File: src/rtl/obp_pkg.sv
// ----------------------------------------------------------------------------
// obp_pkg
// Shared types and constants for the object header parser: parse phases,
// result kinds, status codes, keyword table and the per-beat state record.
// ----------------------------------------------------------------------------
package obp_pkg;

    typedef enum logic [2:0] {
        PH_KEYWORD = 3'd0,
        PH_SIZE    = 3'd1,
        PH_PAYLOAD = 3'd2,
        PH_TRAIL   = 3'd3,
        PH_ERROR   = 3'd4
    } phase_t;

    typedef enum logic [1:0] {
        KIND_HEADER  = 2'd0,
        KIND_PAYLOAD = 2'd1,
        KIND_TRAIL   = 2'd2,
        KIND_ERROR   = 2'd3
    } kind_t;

    typedef enum logic [2:0] {
        STAT_OK       = 3'd0,
        STAT_BAD_TYPE = 3'd1,
        STAT_BAD_SIZE = 3'd2,
        STAT_OVERFLOW = 3'd3,
        STAT_NO_NUL   = 3'd4,
        STAT_TRUNC    = 3'd5
    } status_t;

    localparam int NUM_KW = 4;
    localparam logic [2:0] KW_POS_MAX = 3'd7;
    localparam logic [7:0] CHAR_SPACE = 8'h20;
    localparam logic [7:0] CHAR_NUL   = 8'h00;
    localparam logic [7:0] CHAR_ZERO  = 8'h30;
    localparam logic [7:0] CHAR_NINE  = 8'h39;

    // Keyword text, zero padded to eight positions: commit, blob, tree, tag.
    localparam logic [7:0] KW_TEXT [NUM_KW][8] = '{
        '{8'h63, 8'h6f, 8'h6d, 8'h6d, 8'h69, 8'h74, 8'h00, 8'h00},
        '{8'h62, 8'h6c, 8'h6f, 8'h62, 8'h00, 8'h00, 8'h00, 8'h00},
        '{8'h74, 8'h72, 8'h65, 8'h65, 8'h00, 8'h00, 8'h00, 8'h00},
        '{8'h74, 8'h61, 8'h67, 8'h00, 8'h00, 8'h00, 8'h00, 8'h00}
    };
    localparam logic [2:0] KW_LEN [NUM_KW] = '{3'd6, 3'd4, 3'd4, 3'd3};

    typedef struct packed {
        phase_t      phase;
        logic [2:0]  kw_pos;
        logic [3:0]  kw_cand;
        logic [1:0]  type_code;
        logic        digit_seen;
        status_t     err;
    } state_t;

    localparam state_t STATE_RESET = '{
        phase:      PH_KEYWORD,
        kw_pos:     3'd0,
        kw_cand:    4'hf,
        type_code:  2'd0,
        digit_seen: 1'b0,
        err:        STAT_OK
    };

    typedef struct packed {
        kind_t       kind;
        logic [7:0]  pdata;
        logic [1:0]  otype;
        logic [31:0] size;
        logic        finished;
        status_t     status;
    } res_t;

endpackage

File: src/rtl/obp_step.sv
// ----------------------------------------------------------------------------
// obp_step
// Combinational per-beat update: keyword match, decimal size accumulation
// with overflow check, payload countdown and end-of-buffer verdict.
// ----------------------------------------------------------------------------
module obp_step #(
    parameter int LEN_WIDTH = 32
) (
    input  obp_pkg::state_t        st,
    input  logic [LEN_WIDTH-1:0]   acc,
    input  logic [LEN_WIDTH-1:0]   rem,
    input  logic [7:0]             data_byte,
    input  logic                   last_byte,
    output obp_pkg::state_t        st_next,
    output logic [LEN_WIDTH-1:0]   acc_next,
    output logic [LEN_WIDTH-1:0]   rem_next,
    output obp_pkg::res_t          res
);

    logic                 is_digit;
    logic [3:0]           digit;
    logic [LEN_WIDTH+3:0] acc_x10;
    logic                 ovf;
    logic [LEN_WIDTH-1:0] rem_dec;
    logic                 hit;
    logic [1:0]           hit_idx;
    logic [3:0]           cand_upd;
    obp_pkg::state_t      st_upd;
    logic [LEN_WIDTH-1:0] acc_upd;
    logic [LEN_WIDTH-1:0] rem_upd;
    obp_pkg::kind_t       kind;

    assign is_digit = (data_byte >= obp_pkg::CHAR_ZERO) && (data_byte <= obp_pkg::CHAR_NINE);
    assign digit    = 4'(data_byte - obp_pkg::CHAR_ZERO);
    // acc*10 + d as shift-add; any bit at LEN_WIDTH or above means overflow
    assign acc_x10  = ({4'd0, acc} << 3) + ({4'd0, acc} << 1) + (LEN_WIDTH+4)'(digit);
    assign ovf      = |acc_x10[LEN_WIDTH+3:LEN_WIDTH];
    assign rem_dec  = rem - LEN_WIDTH'(1);

    // first live candidate whose length equals the bytes seen
    always_comb begin
        hit     = 1'b0;
        hit_idx = 2'd0;
        for (int i = obp_pkg::NUM_KW - 1; i >= 0; i--) begin
            if (st.kw_cand[i] && (obp_pkg::KW_LEN[i] == st.kw_pos)) begin
                hit     = 1'b1;
                hit_idx = 2'(i);
            end
        end
    end

    always_comb begin
        cand_upd = st.kw_cand;
        for (int i = 0; i < obp_pkg::NUM_KW; i++) begin
            if ((st.kw_pos >= obp_pkg::KW_LEN[i]) ||
                (obp_pkg::KW_TEXT[i][st.kw_pos] != data_byte)) begin
                cand_upd[i] = 1'b0;
            end
        end
    end

    always_comb begin
        st_upd  = st;
        acc_upd = acc;
        rem_upd = rem;
        kind    = obp_pkg::KIND_HEADER;

        unique case (st.phase)
            obp_pkg::PH_KEYWORD: begin
                if (data_byte == obp_pkg::CHAR_SPACE) begin
                    if (hit) begin
                        st_upd.type_code = hit_idx;
                        st_upd.phase     = obp_pkg::PH_SIZE;
                    end else begin
                        st_upd.phase = obp_pkg::PH_ERROR;
                        st_upd.err   = obp_pkg::STAT_BAD_TYPE;
                        kind         = obp_pkg::KIND_ERROR;
                    end
                end else begin
                    st_upd.kw_cand = cand_upd;
                    if (st.kw_pos != obp_pkg::KW_POS_MAX) begin
                        st_upd.kw_pos = st.kw_pos + 3'd1;
                    end
                    if (cand_upd == 4'd0) begin
                        st_upd.phase = obp_pkg::PH_ERROR;
                        st_upd.err   = obp_pkg::STAT_BAD_TYPE;
                        kind         = obp_pkg::KIND_ERROR;
                    end
                end
            end
            obp_pkg::PH_SIZE: begin
                if (is_digit) begin
                    if (ovf) begin
                        st_upd.phase = obp_pkg::PH_ERROR;
                        st_upd.err   = obp_pkg::STAT_OVERFLOW;
                        kind         = obp_pkg::KIND_ERROR;
                    end else begin
                        acc_upd           = acc_x10[LEN_WIDTH-1:0];
                        st_upd.digit_seen = 1'b1;
                    end
                end else if (data_byte == obp_pkg::CHAR_NUL) begin
                    if (!st.digit_seen) begin
                        st_upd.phase = obp_pkg::PH_ERROR;
                        st_upd.err   = obp_pkg::STAT_BAD_SIZE;
                        kind         = obp_pkg::KIND_ERROR;
                    end else begin
                        rem_upd      = acc;
                        st_upd.phase = (acc != '0) ? obp_pkg::PH_PAYLOAD : obp_pkg::PH_TRAIL;
                    end
                end else begin
                    st_upd.phase = obp_pkg::PH_ERROR;
                    st_upd.err   = obp_pkg::STAT_BAD_SIZE;
                    kind         = obp_pkg::KIND_ERROR;
                end
            end
            obp_pkg::PH_PAYLOAD: begin
                kind    = obp_pkg::KIND_PAYLOAD;
                rem_upd = rem_dec;
                if (rem_dec == '0) begin
                    st_upd.phase = obp_pkg::PH_TRAIL;
                end
            end
            obp_pkg::PH_TRAIL: begin
                kind = obp_pkg::KIND_TRAIL;
            end
            default: begin
                kind = obp_pkg::KIND_ERROR;
            end
        endcase

        // end of buffer: unfinished phases turn into their error
        if (last_byte) begin
            priority case (st_upd.phase)
                obp_pkg::PH_KEYWORD: st_upd.err = obp_pkg::STAT_BAD_TYPE;
                obp_pkg::PH_SIZE:    st_upd.err = obp_pkg::STAT_NO_NUL;
                obp_pkg::PH_PAYLOAD: st_upd.err = obp_pkg::STAT_TRUNC;
                default:             st_upd.err = st_upd.err;
            endcase
        end

        res.kind     = kind;
        res.pdata    = (kind == obp_pkg::KIND_PAYLOAD) ? data_byte : 8'd0;
        res.otype    = st_upd.type_code;
        res.size     = 32'(acc_upd);
        res.finished = last_byte;
        res.status   = last_byte ? st_upd.err : obp_pkg::STAT_OK;

        if (last_byte) begin
            st_next  = obp_pkg::STATE_RESET;
            acc_next = '0;
            rem_next = '0;
        end else begin
            st_next  = st_upd;
            acc_next = acc_upd;
            rem_next = rem_upd;
        end
    end

endmodule

File: src/rtl/object_header_parser_core.sv
// ----------------------------------------------------------------------------
// object_header_parser_core
// Parses "<type> <size>\0<payload>" one byte per beat and tags every byte.
// ----------------------------------------------------------------------------
// Result: registered result stage; an accepted beat's result is shown in the cycle after it.
// Throughput: 1 beat per cycle while the result is not stalled; the parse
//   state update is a single shift-add plus compare, done combinationally.
// Reset: aresetn (sync, active low) returns the parser to the keyword phase
//   and empties the result register. State also self-resets after the
//   beat flagged last.
module object_header_parser_core #(
    parameter int LEN_WIDTH = 32
) (
    input  logic        aclk,
    input  logic        aresetn,

    input  logic        s_valid,
    output logic        s_ready,
    input  logic [7:0]  s_data_byte,
    input  logic        s_last_byte,

    output logic        m_valid,
    input  logic        m_ready,
    output logic [1:0]  m_kind,
    output logic [7:0]  m_payload_data,
    output logic [1:0]  m_object_type,
    output logic [31:0] m_payload_size,
    output logic        m_finished,
    output logic [2:0]  m_status
);

    // parse state
    obp_pkg::state_t       st_reg,  st_next;
    logic [LEN_WIDTH-1:0]  acc_reg, acc_next;
    logic [LEN_WIDTH-1:0]  rem_reg, rem_next;

    // result register
    obp_pkg::res_t         res_reg, res_next;
    logic                  m_valid_reg, m_valid_next;

    logic                  s_fire;

    // Result stage frees up when empty or being drained this cycle, so a
    // new beat goes in while the previous result is taken.
    assign s_ready = !m_valid_reg || m_ready;
    assign s_fire  = s_valid && s_ready;

    obp_step #(
        .LEN_WIDTH (LEN_WIDTH)
    ) u_step (
        .st        (st_reg),
        .acc       (acc_reg),
        .rem       (rem_reg),
        .data_byte (s_data_byte),
        .last_byte (s_last_byte),
        .st_next   (st_next),
        .acc_next  (acc_next),
        .rem_next  (rem_next),
        .res       (res_next)
    );

    always_comb begin
        if (s_fire) begin
            m_valid_next = 1'b1;
        end else if (m_ready) begin
            m_valid_next = 1'b0;
        end else begin
            m_valid_next = m_valid_reg;
        end
    end

    // control state: parse state and output valid
    always_ff @(posedge aclk) begin
        if (!aresetn) begin
            st_reg      <= obp_pkg::STATE_RESET;
            acc_reg     <= '0;
            rem_reg     <= '0;
            m_valid_reg <= 1'b0;
        end else begin
            m_valid_reg <= m_valid_next;
            if (s_fire) begin
                st_reg  <= st_next;
                acc_reg <= acc_next;
                rem_reg <= rem_next;
            end
        end
    end

    // result payload, loaded on each accepted beat
    always_ff @(posedge aclk) begin
        if (s_fire) begin
            res_reg <= res_next;
        end
    end

    assign m_valid        = m_valid_reg;
    assign m_kind         = res_reg.kind;
    assign m_payload_data = res_reg.pdata;
    assign m_object_type  = res_reg.otype;
    assign m_payload_size = res_reg.size;
    assign m_finished     = res_reg.finished;
    assign m_status       = res_reg.status;

endmodule

File: config.mk
export PLATFORM = sky130hd
export DESIGN_NAME = object_header_parser_core
export DESIGN_NICKNAME = d
export VERILOG_FILES = /design/src/rtl/obp_pkg.sv /design/src/rtl/obp_step.sv /design/src/rtl/object_header_parser_core.sv
export SDC_FILE = /design/constraint.sdc
export NUM_CORES = 1
export LEC_CHECK = 0
export BUFFER_PORTS_ARGS = -buffer_cell sky130_fd_sc_hd__buf_2
export CAP_MARGIN = 20
export CORE_UTILIZATION = 54
export CTS_BUF_LIST = sky130_fd_sc_hd__clkbuf_4
export CTS_CLUSTER_SIZE = 16
export DETAILED_ROUTE_END_ITERATION = 16
export PLACE_DENSITY = 0.72
export SLEW_MARGIN = 20
export SYNTH_ARGS = -nofsm -noshare
export SYNTH_HDL_FRONTEND = slang
export SYNTH_SLANG_ARGS = --single-unit
export TNS_END_PERCENT = 10
File: constraint.sdc
create_clock -name aclk -period 5.4 [get_ports aclk]
set_clock_uncertainty 0.1 [all_clocks]
set_input_delay 1.08 -clock aclk [delete_from_list [all_inputs] [get_ports aclk]]
set_output_delay 1.08 -clock aclk [all_outputs]
set_load 0.05 [all_outputs]
==> impl_results.md <==
* Area Overhead vs Synth at 8.76%
* # rows at 47
* Finish-stage setup viols at 0
* Endpoints failing hold at 0
* Total of max-cap violations at 0
* Distinct cell type count after synthesis at 72
* Vias in the first global route at just under 8000
* Drt total wl at approximately 26 mm
* Setup TNS at 0 ns
* Achievable Freq at 211 MHz
* Critical path class: input port to flop
* Post-synth EDFFs at 48
* Fraction of layout cells with a size suffix above 1 at 13.8%
* Status: finished clean
* Actual slew at the worst max-slew pin at 0.937 ns
* Vias at 8723
* Reg2reg setup slack at between 0.8 and 0.9 ns
* Worst VDD drop at 111 uV
* Avg WL per Cell at 18.9 um
* Worst Setup Start Kind: input port
* RSZ-0062 raised after global routing: no
* Clock-pin slew on the worst setup and hold paths at 0.13 ns
* Fin crit share at 87.8%
* Vias per cell at 6.40
* Die span in x at 134 um
* Min Tclk post-route at 4.74 ns
* Ys Warns at 0
* Hold buffers post-CTS at 0
* Port bufs at 62
* Post-cts resize count at 0
* Seq cells post-synth at 129
* Seq/Total Area, Yosys at 32.7%
* Clk Latency, worst-skew pair at around 0.58 ns
* H-tree depth at 4
* Post-route cell area at 0.0102 mm2
* Top cells by area, synth: dfxtp_1, edfxtp_1, ha_1
* Layout fillers at 1529
* Clk buf depth at 2
* Leakage at approximately 4.3 nW
* Nets at 1218
* Hold Crit Class: flop to flop
* Post-CTS Setup Bufs at 0
* Cell count after synthesis at 1100
* Final ANT Viol Nets at 0
* Die H at 134 um
* Post-DP Area at 0.00986 mm2
* Total Routing Usage GR at 29.2%
* Mapped Avg Cell Area at 8.51 um2
* Main synth FF type: dfxtp_1
* Synthesized area at 0.00937 mm2
* TritonCTS Buffers at 17
* Sink Count at 129
* Max-slew headroom at 37.5%
* Root buf cell: clkbuf_4
* # DRC at 0
* Max-slew violations at 0
* Total gr overflow at 0
* DP Wirelength at 18.4 mm
* Crit Path Max Fanout at 22
* PwrDens at 198 mW/mm2
* FF/Latch Area at 0.00306 mm2
* Iter 0 DRT Violations at 907
* Crit. End Element: flop
* GPL Wtd Cong at between 0.8 and 0.9
* Core area at 0.0168 mm2
* WP data arrival at 4.98 ns
* Multi-input gate area at 0.00595 mm2
* Pin count of the biggest net entering global routing at 55
* CTS tree: done
* Dominant cell type by area after synthesis: dfxtp_1
* Initial Util at 55.9%
* Pre-antenna DRT Iters at 5
* Total power at 2.02 mW
* Final Hold Slack at between 0.3 and 0.4 ns
* Initial antenna violation count at 1
* WP data required at ~5.6 ns
* Synth cell count leaders: nand2_1, o21ai_0, dfxtp_1
* Top cell type's share of synthesized area at 17.3%
* Count leader, synth: nand2_1
* Die area at 0.0179 mm2
* First-pass GRT wire length at 41.2 mm
* Utilization after layout at 60.8%
* Ports at 63
* Async SR Flop Fraction at 0%
* Net Count, Synth at 1189
[cells in the final DEF (no fill, tap or decap), types with 6 or more instances in the layout]
cell type / Yosys / layout
mux2_2: 30 / 30
o21ai_0: 88 / 88
a21boi_0: 35 / 35
a22oi_1: 26 / 26
inv_1: 26 / 26
ha_1: 74 / 74
dfxtp_1: 81 / 81
nand3_1: 52 / 52
xnor2_1: 32 / 32
nand4_1: 10 / 10
and2_1: 12 / 12
buf_2: 10 / 62
a21o_1: 15 / 15
nor2_1: 61 / 60
nor4_1: 21 / 21
buf_4: 0 / 16
nand2_1: 97 / 97
nand2b_1: 7 / 6
a21oi_1: 65 / 65
xor2_1: 20 / 20
a2111oi_0: 6 / 6
o31ai_1: 8 / 8
and3_1: 11 / 11
edfxtp_1: 48 / 48
or3_1: 9 / 9
nor2b_1: 45 / 45
a31oi_1: 10 / 9
nor3_1: 31 / 31
o211ai_1: 12 / 12
clkbuf_4: 0 / 17
[power by group]
group	internal (mW)	leakage [nW]	switching [mW]
Combinational	0.0523	2.97	0.158
Sequential	1.03	1.13	0.0115
Clock	0.336	0.169	0.432
Total	1.42	4.27	0.601
[metal layers]
layer  vias to the layer above  wire, um  share of wire, %  track usage (%)
li1                       4149         -                 -                -
met1                      4144     11600                45             40.9
met2                       385     11400                44             44.9
met3                        45      2140               8.3             5.37
met4                         0       556               2.2             10.3
met5                         -         0                 0                0
[kinds of logic after synthesis]
logic type / count (synthesis) / share of synthesized area, %
adder cells (fa/ha/maj): 76 / 10.3
AND/OR/NAND/NOR: 389 / 21.6
AO/OA/AOI/OAI: 323 / 22.4
flip-flops: 129 / 32.7
buffers and inverters: 97 / 4.02
multiplexers: 34 / 4.03
XOR/XNOR: 52 / 4.86
[critical path: stages]
cell and delay, ns:
buf_2 0.11, inv_1 0.08, fa_1 0.57, inv_1 0.08
ha_1 0.27, a21o_1 0.13, nand4_1 0.14, a2111oi_0 0.64
o31ai_1 0.18, a21oi_1 0.29, o21a_1 0.16, o21ai_0 0.18
nor4_4 0.34, buf_4 0.33, mux2_2 0.37
[final cells by class]
class / instances / area share [%]
Inverter: 27 / 0.995
Clock inverter: 15 / 1.97
Sequential cell: 129 / 30.1
Timing Repair Buffer: 80 / 4.62
Tap cell: 220 / 2.70
Clock buffer: 17 / 1.25
Multi-Input combinational cell: 874 / 58.4
Antenna cell: 1 / 0.0246
[per-stage QoR]
stage	setup WS [ns]	std cells
final	0.661	1363
after global routing	0.366	1363
after CTS	0.713	1362
after detailed placement	0.105	1330
after global placement	0.245	1330
after floorplan	0.441	1100
[final timing paths]
path,cells past startpoint,from,endpoint
worst max register to register,14,acc_reg[0],m_payload_size[27]
worst min-delay path,2,st_reg[2],st_reg[2]
worst max-delay path,15,s_data_byte[3],m_payload_size[27]
worst min register to register,2,st_reg[2],st_reg[2]
Power figures use the tool's default switching activity.
